### config.mk
export PLATFORM = sky130hd
export DESIGN_NAME = rgb_color_saturation_enhance
export DESIGN_NICKNAME = d
export VERILOG_FILES = /design/src/sv/satb_pkg.sv /design/src/sv/rgb_color_saturation_enhance.sv /design/src/sv/satb_front.sv /design/src/sv/satb_div.sv /design/src/sv/satb_back.sv
export SDC_FILE = /design/constraint.sdc
export NUM_CORES = 2
export LEC_CHECK = 0
export BUFFER_PORTS_ARGS = -buffer_cell sky130_fd_sc_hd__buf_2
export CAP_MARGIN = 40
export CORE_MARGIN = 3
export CORE_UTILIZATION = 57
export CTS_BUF_LIST = sky130_fd_sc_hd__clkbuf_8 sky130_fd_sc_hd__clkbuf_16
export CTS_CLUSTER_DIAMETER = 80
export CTS_CLUSTER_SIZE = 14
export DETAILED_ROUTE_END_ITERATION = 10
export PLACE_DENSITY = 0.76
export SLEW_MARGIN = 20
export SYNTH_ARGS = -nofsm -noshare
export SYNTH_HDL_FRONTEND = slang
export SYNTH_SLANG_ARGS = --single-unit
### constraint.sdc
create_clock -name aclk -period 9.6 [get_ports aclk]
set_input_delay 0.96 -clock aclk [delete_from_list [all_inputs] [get_ports aclk]]
set_output_delay 0.96 -clock aclk [all_outputs]
set_load 0.1 [all_outputs]
### src/sv/satb_pkg.sv
// Shared types, constants and the divider step function for the saturation enhancer.
package satb_pkg;

    localparam int NUM_CH = 3;
    localparam int CH_W = 8;
    localparam int SUM_W = 10;
    localparam int NUM_W = 16;
    localparam int DEN_W = 9;
    localparam int GAIN_W = 12;
    localparam int PROD_W = CH_W + GAIN_W;
    localparam int GAIN_SHIFT = 8;
    localparam int MEAN_PROD_W = 2 * SUM_W;
    localparam int MEAN_SHIFT = 11;
    localparam int DIV_BITS = 8;
    localparam int DIV_BITS_PER_STAGE = 2;
    localparam int DIV_STAGES = DIV_BITS / DIV_BITS_PER_STAGE;

    localparam logic [CH_W-1:0] CHAN_MAX = 8'd255;
    localparam logic [DEN_W-1:0] DEN_BASE = 9'd256;
    localparam logic [SUM_W-1:0] MEAN_RECIP = 10'd683;
    localparam logic [GAIN_W-1:0] GAIN_RESET = 12'd256;

    typedef logic [CH_W-1:0] satb_chan_t;

    typedef struct packed {
        logic [CH_W-1:0]  c;
        logic [NUM_W-1:0] rem;
        logic [DEN_W-1:0] den;
        logic             neg;
        logic [CH_W-1:0]  q;
    } satb_lane_t;

    typedef satb_lane_t [NUM_CH-1:0] satb_px_t;
    typedef satb_chan_t [NUM_CH-1:0] satb_rgb_t;

    function automatic satb_lane_t div_step(input satb_lane_t l, input logic [2:0] sh);
        logic [NUM_W:0] d;
        satb_lane_t     r;
        d = {{(NUM_W + 1 - DEN_W){1'b0}}, l.den} << sh;
        r = l;
        if ({1'b0, l.rem} >= d) begin
            r.rem = l.rem - d[NUM_W-1:0];
            r.q = {l.q[CH_W-2:0], 1'b1};
        end else begin
            r.q = {l.q[CH_W-2:0], 1'b0};
        end
        return r;
    endfunction

endpackage

### src/sv/rgb_color_saturation_enhance.sv
// Top level of the RGB saturation enhancer: gain register and the three pipeline sections.
// Throughput is one pixel per cycle while m_ready is high: 3 front stages, 4 divider stages, 2 back stages.
// Each stage holds its transaction until the next one frees, so bubbles are filled.
// Reset is synchronous and active low; it empties the pipeline and sets the gain to 1.0.
module rgb_color_saturation_enhance (
    input  logic                        aclk,
    input  logic                        aresetn,
    input  logic                        cfg_wr_en,
    input  logic [satb_pkg::GAIN_W-1:0] cfg_wr_data,
    input  logic                        s_valid,
    output logic                        s_ready,
    input  logic [satb_pkg::CH_W-1:0]   s_red_in,
    input  logic [satb_pkg::CH_W-1:0]   s_green_in,
    input  logic [satb_pkg::CH_W-1:0]   s_blue_in,
    output logic                        m_valid,
    input  logic                        m_ready,
    output logic [satb_pkg::CH_W-1:0]   m_red_out,
    output logic [satb_pkg::CH_W-1:0]   m_green_out,
    output logic [satb_pkg::CH_W-1:0]   m_blue_out
);

    logic [satb_pkg::GAIN_W-1:0] gain_reg;
    satb_pkg::satb_rgb_t         in_rgb, out_rgb;
    satb_pkg::satb_px_t          front_px, div_px;
    logic                        front_valid, front_ready;
    logic                        div_valid, div_ready;

    always_ff @(posedge aclk) begin
        if (!aresetn) begin
            gain_reg <= satb_pkg::GAIN_RESET;
        end else if (cfg_wr_en) begin
            gain_reg <= cfg_wr_data;
        end
    end

    assign in_rgb[0] = s_red_in;
    assign in_rgb[1] = s_green_in;
    assign in_rgb[2] = s_blue_in;

    satb_front u_front (
        .aclk      (aclk),
        .aresetn   (aresetn),
        .in_valid  (s_valid),
        .in_ready  (s_ready),
        .in_rgb    (in_rgb),
        .out_valid (front_valid),
        .out_ready (front_ready),
        .out_px    (front_px)
    );

    satb_div u_div (
        .aclk      (aclk),
        .aresetn   (aresetn),
        .in_valid  (front_valid),
        .in_ready  (front_ready),
        .in_px     (front_px),
        .out_valid (div_valid),
        .out_ready (div_ready),
        .out_px    (div_px)
    );

    satb_back u_back (
        .aclk      (aclk),
        .aresetn   (aresetn),
        .gain      (gain_reg),
        .in_valid  (div_valid),
        .in_ready  (div_ready),
        .in_px     (div_px),
        .out_valid (m_valid),
        .out_ready (m_ready),
        .out_rgb   (out_rgb)
    );

    assign m_red_out = out_rgb[0];
    assign m_green_out = out_rgb[1];
    assign m_blue_out = out_rgb[2];

endmodule

### src/sv/satb_front.sv
// Front pipeline: channel sum, mean, and per-channel numerator and denominator.
module satb_front (
    input  logic                aclk,
    input  logic                aresetn,
    input  logic                in_valid,
    output logic                in_ready,
    input  satb_pkg::satb_rgb_t in_rgb,
    output logic                out_valid,
    input  logic                out_ready,
    output satb_pkg::satb_px_t  out_px
);

    logic                                   valid1_reg, valid2_reg, valid3_reg;
    logic                                   rdy1, rdy2, rdy3;
    satb_pkg::satb_rgb_t                    rgb1_reg, rgb2_reg;
    logic [satb_pkg::SUM_W-1:0]             sum1_reg, sum1_next;
    logic [satb_pkg::CH_W-1:0]              mean2_reg, mean2_next;
    logic [satb_pkg::MEAN_PROD_W-1:0]       mean_prod;
    satb_pkg::satb_px_t                     px3_reg, px3_next;

    assign rdy3 = !valid3_reg || out_ready;
    assign rdy2 = !valid2_reg || rdy3;
    assign rdy1 = !valid1_reg || rdy2;
    assign in_ready = rdy1;
    assign out_valid = valid3_reg;
    assign out_px = px3_reg;

    assign sum1_next = {2'b00, in_rgb[0]} + {2'b00, in_rgb[1]} + {2'b00, in_rgb[2]};
    assign mean_prod =
        {{(satb_pkg::MEAN_PROD_W - satb_pkg::SUM_W){1'b0}}, sum1_reg}
        * {{(satb_pkg::MEAN_PROD_W - satb_pkg::SUM_W){1'b0}}, satb_pkg::MEAN_RECIP};
    assign mean2_next = mean_prod[satb_pkg::MEAN_SHIFT +: satb_pkg::CH_W];

    always_comb begin
        logic                        gt;
        logic [satb_pkg::CH_W-1:0]   c;
        logic [satb_pkg::CH_W-1:0]   diff;
        logic [satb_pkg::CH_W-1:0]   fac;
        for (int i = 0; i < satb_pkg::NUM_CH; i++) begin
            c = rgb2_reg[i];
            gt = c > mean2_reg;
            diff = gt ? c - mean2_reg : mean2_reg - c;
            fac = gt ? satb_pkg::CHAN_MAX - c : satb_pkg::CHAN_MAX - mean2_reg;
            px3_next[i].c = c;
            px3_next[i].rem = {{(satb_pkg::NUM_W - satb_pkg::CH_W){1'b0}}, diff}
                            * {{(satb_pkg::NUM_W - satb_pkg::CH_W){1'b0}}, fac};
            px3_next[i].den = gt ? satb_pkg::DEN_BASE - {1'b0, mean2_reg}
                                 : satb_pkg::DEN_BASE - {1'b0, c};
            px3_next[i].neg = !gt;
            px3_next[i].q = '0;
        end
    end

    always_ff @(posedge aclk) begin
        if (!aresetn) begin
            valid1_reg <= 1'b0;
            valid2_reg <= 1'b0;
            valid3_reg <= 1'b0;
        end else begin
            if (rdy1) begin
                valid1_reg <= in_valid;
            end
            if (rdy2) begin
                valid2_reg <= valid1_reg;
            end
            if (rdy3) begin
                valid3_reg <= valid2_reg;
            end
        end
    end

    always_ff @(posedge aclk) begin
        if (rdy1 && in_valid) begin
            rgb1_reg <= in_rgb;
            sum1_reg <= sum1_next;
        end
        if (rdy2 && valid1_reg) begin
            rgb2_reg <= rgb1_reg;
            mean2_reg <= mean2_next;
        end
        if (rdy3 && valid2_reg) begin
            px3_reg <= px3_next;
        end
    end

endmodule

### src/sv/satb_div.sv
// Pipelined restoring divider, two quotient bits per stage for all three channels.
module satb_div (
    input  logic               aclk,
    input  logic               aresetn,
    input  logic               in_valid,
    output logic               in_ready,
    input  satb_pkg::satb_px_t in_px,
    output logic               out_valid,
    input  logic               out_ready,
    output satb_pkg::satb_px_t out_px
);

    logic [satb_pkg::DIV_STAGES-1:0] valid_reg;
    logic [satb_pkg::DIV_STAGES:0]   rdy;
    logic [satb_pkg::DIV_STAGES-1:0] stage_valid;
    satb_pkg::satb_px_t              stage_in  [satb_pkg::DIV_STAGES];
    satb_pkg::satb_px_t              px_next   [satb_pkg::DIV_STAGES];
    satb_pkg::satb_px_t              px_reg    [satb_pkg::DIV_STAGES];

    assign rdy[satb_pkg::DIV_STAGES] = out_ready;
    assign in_ready = rdy[0];
    assign out_valid = valid_reg[satb_pkg::DIV_STAGES-1];
    assign out_px = px_reg[satb_pkg::DIV_STAGES-1];

    for (genvar k = 0; k < satb_pkg::DIV_STAGES; k++) begin : g_stage
        localparam logic [2:0] SH_HI =
            3'(satb_pkg::DIV_BITS - 1 - satb_pkg::DIV_BITS_PER_STAGE * k);
        localparam logic [2:0] SH_LO = 3'(SH_HI - 3'd1);

        if (k == 0) begin : g_first
            assign stage_in[k] = in_px;
            assign stage_valid[k] = in_valid;
        end else begin : g_rest
            assign stage_in[k] = px_reg[k-1];
            assign stage_valid[k] = valid_reg[k-1];
        end

        assign rdy[k] = !valid_reg[k] || rdy[k+1];

        always_comb begin
            for (int i = 0; i < satb_pkg::NUM_CH; i++) begin
                px_next[k][i] = satb_pkg::div_step(
                    satb_pkg::div_step(stage_in[k][i], SH_HI), SH_LO);
            end
        end

        always_ff @(posedge aclk) begin
            if (!aresetn) begin
                valid_reg[k] <= 1'b0;
            end else if (rdy[k]) begin
                valid_reg[k] <= stage_valid[k];
            end
        end

        always_ff @(posedge aclk) begin
            if (rdy[k] && stage_valid[k]) begin
                px_reg[k] <= px_next[k];
            end
        end
    end

endmodule

### src/sv/satb_back.sv
// Back pipeline: gain scaling of the quotient, then add it to or subtract it from the channel and clamp.
module satb_back (
    input  logic                          aclk,
    input  logic                          aresetn,
    input  logic [satb_pkg::GAIN_W-1:0]   gain,
    input  logic                          in_valid,
    output logic                          in_ready,
    input  satb_pkg::satb_px_t            in_px,
    output logic                          out_valid,
    input  logic                          out_ready,
    output satb_pkg::satb_rgb_t           out_rgb
);

    logic                         valid_a_reg, valid_b_reg;
    logic                         rdy_a, rdy_b;
    satb_pkg::satb_rgb_t          chan_a_reg;
    logic [satb_pkg::NUM_CH-1:0]  neg_a_reg;
    logic [satb_pkg::GAIN_W-1:0]  mag_a_reg  [satb_pkg::NUM_CH];
    logic [satb_pkg::GAIN_W-1:0]  mag_a_next [satb_pkg::NUM_CH];
    satb_pkg::satb_rgb_t          rgb_b_reg, rgb_b_next;

    assign rdy_b = !valid_b_reg || out_ready;
    assign rdy_a = !valid_a_reg || rdy_b;
    assign in_ready = rdy_a;
    assign out_valid = valid_b_reg;
    assign out_rgb = rgb_b_reg;

    always_comb begin
        logic [satb_pkg::PROD_W-1:0] prod;
        for (int i = 0; i < satb_pkg::NUM_CH; i++) begin
            prod = {{(satb_pkg::PROD_W - satb_pkg::CH_W){1'b0}}, in_px[i].q}
                 * {{(satb_pkg::PROD_W - satb_pkg::GAIN_W){1'b0}}, gain};
            mag_a_next[i] = prod[satb_pkg::GAIN_SHIFT +: satb_pkg::GAIN_W];
        end
    end

    always_comb begin
        logic [satb_pkg::GAIN_W:0] sum;
        for (int i = 0; i < satb_pkg::NUM_CH; i++) begin
            sum = {{(satb_pkg::GAIN_W + 1 - satb_pkg::CH_W){1'b0}}, chan_a_reg[i]}
                + {1'b0, mag_a_reg[i]};
            if (neg_a_reg[i]) begin
                if (mag_a_reg[i] > {{(satb_pkg::GAIN_W - satb_pkg::CH_W){1'b0}},
                                    chan_a_reg[i]}) begin
                    rgb_b_next[i] = '0;
                end else begin
                    rgb_b_next[i] = chan_a_reg[i] - mag_a_reg[i][satb_pkg::CH_W-1:0];
                end
            end else if (sum > {{(satb_pkg::GAIN_W + 1 - satb_pkg::CH_W){1'b0}},
                                satb_pkg::CHAN_MAX}) begin
                rgb_b_next[i] = satb_pkg::CHAN_MAX;
            end else begin
                rgb_b_next[i] = sum[satb_pkg::CH_W-1:0];
            end
        end
    end

    always_ff @(posedge aclk) begin
        if (!aresetn) begin
            valid_a_reg <= 1'b0;
            valid_b_reg <= 1'b0;
        end else begin
            if (rdy_a) begin
                valid_a_reg <= in_valid;
            end
            if (rdy_b) begin
                valid_b_reg <= valid_a_reg;
            end
        end
    end

    always_ff @(posedge aclk) begin
        if (rdy_a && in_valid) begin
            for (int i = 0; i < satb_pkg::NUM_CH; i++) begin
                chan_a_reg[i] <= in_px[i].c;
                neg_a_reg[i] <= in_px[i].neg;
                mag_a_reg[i] <= mag_a_next[i];
            end
        end
        if (rdy_b && valid_a_reg) begin
            rgb_b_reg <= rgb_b_next;
        end
    end

endmodule

## Word-level counts from Yosys, hierarchy flattened

Memory sizes are Yosys's and may differ from the RTL's.
Cells that the tools add are included.

- Add/sub/neg operators: 46
- $mul: 7
- Order comparisons: 33
- Reductions and logical operators: 30
- Muxes and demuxes: 76

Operators with widths:

| kind | count |
|---|---|
| 2-to-1 mux 16 bit | 24 |
| 2-to-1 mux 8 bit | 15 |
| subtractor 8 bit | 9 |
| multiplier 8 x 12 -> 20 bit | 3 |
| >= comparator 16 x 10 -> 1 bit | 3 |
| >= comparator 16 x 11 -> 1 bit | 3 |
| >= comparator 16 x 12 -> 1 bit | 3 |
| >= comparator 16 x 13 -> 1 bit | 3 |
| >= comparator 16 x 14 -> 1 bit | 3 |
| >= comparator 16 x 15 -> 1 bit | 3 |
| >= comparator 16 bit | 3 |
| >= comparator 16 x 9 -> 1 bit | 3 |
| multiplier 8 x 8 -> 16 bit | 3 |
| subtractor 16 x 10 -> 16 bit | 3 |
| subtractor 16 x 11 -> 16 bit | 3 |
| subtractor 16 x 12 -> 16 bit | 3 |
| subtractor 16 x 13 -> 16 bit | 3 |
| subtractor 16 x 14 -> 16 bit | 3 |
| subtractor 16 x 15 -> 16 bit | 3 |
| subtractor 16 bit | 3 |
| subtractor 16 x 9 -> 16 bit | 3 |
| adder 8 x 12 -> 13 bit | 3 |
| greater-than comparator 13 x 8 -> 1 bit (second input constant) | 3 |
| greater-than comparator 12 x 8 -> 1 bit | 3 |
| other kinds (11) | 81 |

- Bits in registers: 240
- Input port bits: 41
- Memories kept: 2
- Bits in writable memories: 540

Memory list:

| name | depth | bits a word | read ports | clocked after memory_dff | write ports | line | text |
|---|---|---|---|---|---|---|---|
| u_div.px_reg | 4 | 126 | 4 | 0 | 4 | satb_div.sv:18 | `satb_pkg::satb_px_t px_reg [satb_pkg::DIV_STAGES];` |
| u_back.mag_a_reg | 3 | 12 | 3 | 0 | 3 | satb_back.sv:18 | `logic [satb_pkg::GAIN_W-1:0] mag_a_reg [satb_pkg::NUM_CH];` |

## Longest topological paths before layout

- Word-level depth: 11
- Depth in mapped cells: 29
- Mapped depth without buffers: 28

## Cells and area by module

From an unflattened synthesis, not the netlist that was laid out.

- Cells, all modules: 5,923
- Area, all modules: 61,602.8 µm²

Modules (own cells, without submodules):

| module | instances | area each (µm²) | cells each | sequential area each (µm²) |
|---|---|---|---|---|
| satb_div | 1 | 29,000.3 | 2,552 | 14,133.6 |
| satb_front | 1 | 18,028.5 | 1,817 | 5,104.9 |
| satb_back | 1 | 14,126.0 | 1,516 | 2,652.5 |
| rgb_color_saturation_enhance | 1 | 447.9 | 38 | 240.2 |

## Worst setup path after synthesis

OpenSTA, ideal clock, no wires.

- Path type: input -> register
- Start point: input port m_ready
- End point: memory u_div.px_reg[1][0] (netlist name) (enable)
- Path buffers: 1
- Required time: 8.839 ns
- Library setup time: 0.761 ns
- Path slack: -0.931 ns
- Arrival time: 9.770 ns
- Stages: 5
- Cell sequence: nor2b_1 and2_1 and3_1 clkbuf_1 a21boi_0

RTL lines:

| what | line | text |
|---|---|---|
| from (decl) | rgb_color_saturation_enhance.sv:16 | `input logic m_ready,` |
| to (decl) | satb_div.sv:18 |  |

==> metrics.md <==
| Metric | Value |
|---|---|
| Pin count of the biggest net entering global routing | `72` |
| Final worst slack | `about 1.7 ns` |
| Avg Inst Size Synth | `10.4 sq um` |
| GR Util met1 | `0.310` |
| Max stage delay cell, worst path | `edfxtp_1` |
| Adder-Cell Fraction of Synth Area | `0.269` |
| Max-Cap Viols | `0` |
| GR Util met2 | `0.407` |
| CTS max path bufs | `3` |
| Final Critical Period | `between 7 and 8 ns` |
| #FFs+latches synth | `around 670` |
| Status | `completed` |
| RSZ-0062 raised after global routing | `false` |
| Peak Freq | `approximately 0.13 GHz` |
| Crit Path Max Fanout | `22` |
| TritonRoute pass-1 iters | `8` |
| Grt peak-use layer | `met2` |
| Post-Synth XOR/XNOR Area | `0.0414` |
| Post-synthesis cell count | `5250` |
| Ys flop type | `edfxtp_1` |
| Worst Tran Pin Value | `between 0.8 and 0.9 ns` |
| Grt met3 use | `0.0280` |
| Post-CTS sizing | `0` |
| Final ANT Viol Nets | `0` |
| Hold crit path type | `register to register` |
| Core Footprint | `approximately 94000 sq um` |
| Die H | `around 320 um` |
| CTS tree | `built` |
| H-tree depth | `2` |
| Post-Place Setup Slack | `about 1.7 ns` |
| Reg2reg path depth | `25` |
| Clk root buf | `clkbuf_16` |
| Clock Skew | `0.0299 ns` |
| CP Class | `register to register` |
| Critical path depth | `25` |
| DR vias | `roughly 38k` |
| Cell area after synthesis | `54600 sq um` |
| FFs w/ async S/R, synth | `0` |
| Clk sink count | `roughly 670` |
| Initial core utilization | `0.580` |
| TNS Setup | `0 ns` |
| Max-slew violation count | `0` |
| Initial drt markers | `around 2.4k` |
| # diodes | `0` |
| Total CTS buffers | `between 50 and 60` |
| Cells after DPL | `around 6.5k` |
| Distinct cell type count after synthesis | `between 80 and 90` |
| Site Rows | `between 100 and 150` |
| Non-filler cells, final | `around 6.6k` |
| Max reg flops | `just under 400` |
| CP Data Arrival Time | `about 8.3 ns` |
| Grt total ovfl | `0` |
| Max-slew headroom at the worst pin | `0.434` |
| Setup Viol. Count Final | `0` |
| First-pass GRT wire length | `about 190000 um` |
| Crit path required time | `about 10 ns` |
| Final Hold Fails | `0` |
| Cts hold-fix bufs | `0` |
| # DRC | `0` |
| Post-synth EDFFs | `around 650` |
| Vias per cell | `around 5.7` |
| Period utilisation layout | `0.827` |
| Port bufs | `66` |
| Area leader, netlist | `edfxtp_1` |
| Most common cell in the netlist | `inv_1` |
| Register area share after synthesis | `0.364` |
| Slowest stage delay, CP | `roughly 0.67 ns` |
| GP Congestion | `between 0.9 and 1` |
| Ys Warns | `0` |
| Synth Area in Simple Gates | `0.136` |
| Total track usage | `0.235` |
| Crit path max-delay family | `adder cells` |
| Total Wirelength | `~110000 um` |
| Synth Area in Compound Gates | `0.111` |
| Synth top area share | `0.356` |
| Post-Syn Nets | `between 6k and 7k` |
| Post-CTS Repair Setup Buffers | `0` |
| CP endpoint kind | `register` |
| Largest cells by area after synthesis | `edfxtp_1 36%, ha_1 14%, fa_1 12%` |
| Vias in the first global route | `about 38k` |
| Mux contribution to synthesized area | `0.0253` |
| Area Overhead vs Synth | `6.78%` |
| Share of layout cells above drive strength 1 | `0.0646` |
| I/O Pins | `67` |
| Chip Width | `316 um` |
| Startpoint types | `register` |
| Filler cells | `~7.5k` |
| Full die area | `between 90000 and 100000 sq um` |
| Net count, final | `about 6.3k` |
| Clk pin slew, worst setup/hold paths | `0.07 ns` |
| Largest family of logic cells by synthesized area | `adder cells` |
| Synth top cells by count | `675 x inv_1, 648 x edfxtp_1, 627 x ha_1` |
| WL/cell | `around 17 um` |
| Buf+Inv Stages, Crit Path | `5` |
| Min-Delay Path Depth | `0` |
| Final HPWL DP | `around 90000 um` |
| Worst path most repeated cell | `fa_1` |
| Clk_lat worst skew | `approximately 0.67 ns` |
| Initial antenna violation count | `1` |
[routing by layer]
layer  up-vias  wire (um)
met5         -          0
met4         0       3490
met3       203       4970
met2       850      55500
met1     18200      50300
li1      18400          -
[cell usage in the layout (no fill, tap or decap), types with 64 or more instances in the layout]
cell	n
a21o_1	101
a21oi_1	238
and2_1	154
buf_2	66
edfxtp_1	648
fa_1	341
ha_1	627
inv_1	691
mux2_2	64
nand2_1	377
nand3_1	89
nor2_1	364
nor2b_1	89
nor3_1	94
o21ai_0	223
xnor2_1	188
xor2_1	70
[worst register-to-register path, cell delays in order (launching register included)]
cell and delay, ns:
edfxtp_1 0.67, inv_1 0.38, fa_1 0.51, a21o_1 0.19, a21oi_1 0.23, o21ai_1 0.25
nand2_1 0.50, buf_4 0.34, a211o_1 0.18, nand2_1 0.07, xnor2_1 0.55, or2_2 0.25
fa_1 0.41, fa_1 0.54, inv_1 0.05, fa_1 0.47, inv_1 0.05, fa_1 0.47
inv_1 0.04, ha_1 0.29, a21boi_0 0.15, o21ai_0 0.23, a21oi_1 0.12, a41o_1 0.27
o41a_1 0.33, xnor2_1 0.13
[area by class of cell]
type	count	area [sq um]	area share
clock buffer	59	1480	0.0253
clock inverter	31	181	0.00311
inverter	680	2550	0.0437
multi-input combinational	3791	31900	0.547
sequential	669	19900	0.341
tap	1254	1570	0.0269
timing repair buffer	110	793	0.0136
[per-stage QoR]
stage / hold slack, ns / utilization / instance area (sq um)
final: 0.410 / 0.620 / 58300
after global placement: 0.401 / 0.600 / 56500
after CTS: 0.409 / 0.619 / 58300
after global routing: 0.423 / 0.620 / 58300
after detailed placement: 0.405 / 0.601 / 56600
after floorplan: 0.400 / - / 54600
[path summary, 6_finish.rpt]
check	start	slack, ns	endpoint
setup / recovery	u_front.mean2_reg[1]	1.66	u_front.out_px[33]
hold / removal	u_div.px_reg[1][41]	0.41	u_div.px_reg[2][41]
setup reg to reg	u_front.mean2_reg[1]	1.66	u_front.out_px[33]
hold reg to reg	u_div.px_reg[1][41]	0.41	u_div.px_reg[2][41]
[cells by family (layout without fill, tap and decap cells)]
kind of cell | count (synthesis) | count (layout)
flops | 669 | 669
simple gates | 1495 | 1495
compound gates | 943 | 943
buf+inv | 790 | 880
fa+ha+maj | 968 | 968
xor+xnor | 258 | 258
mux | 127 | 127
Power is left out: the tool's default activity adds up to more than one toggle a clock period on the data nets, which glitch-free logic cannot reach.
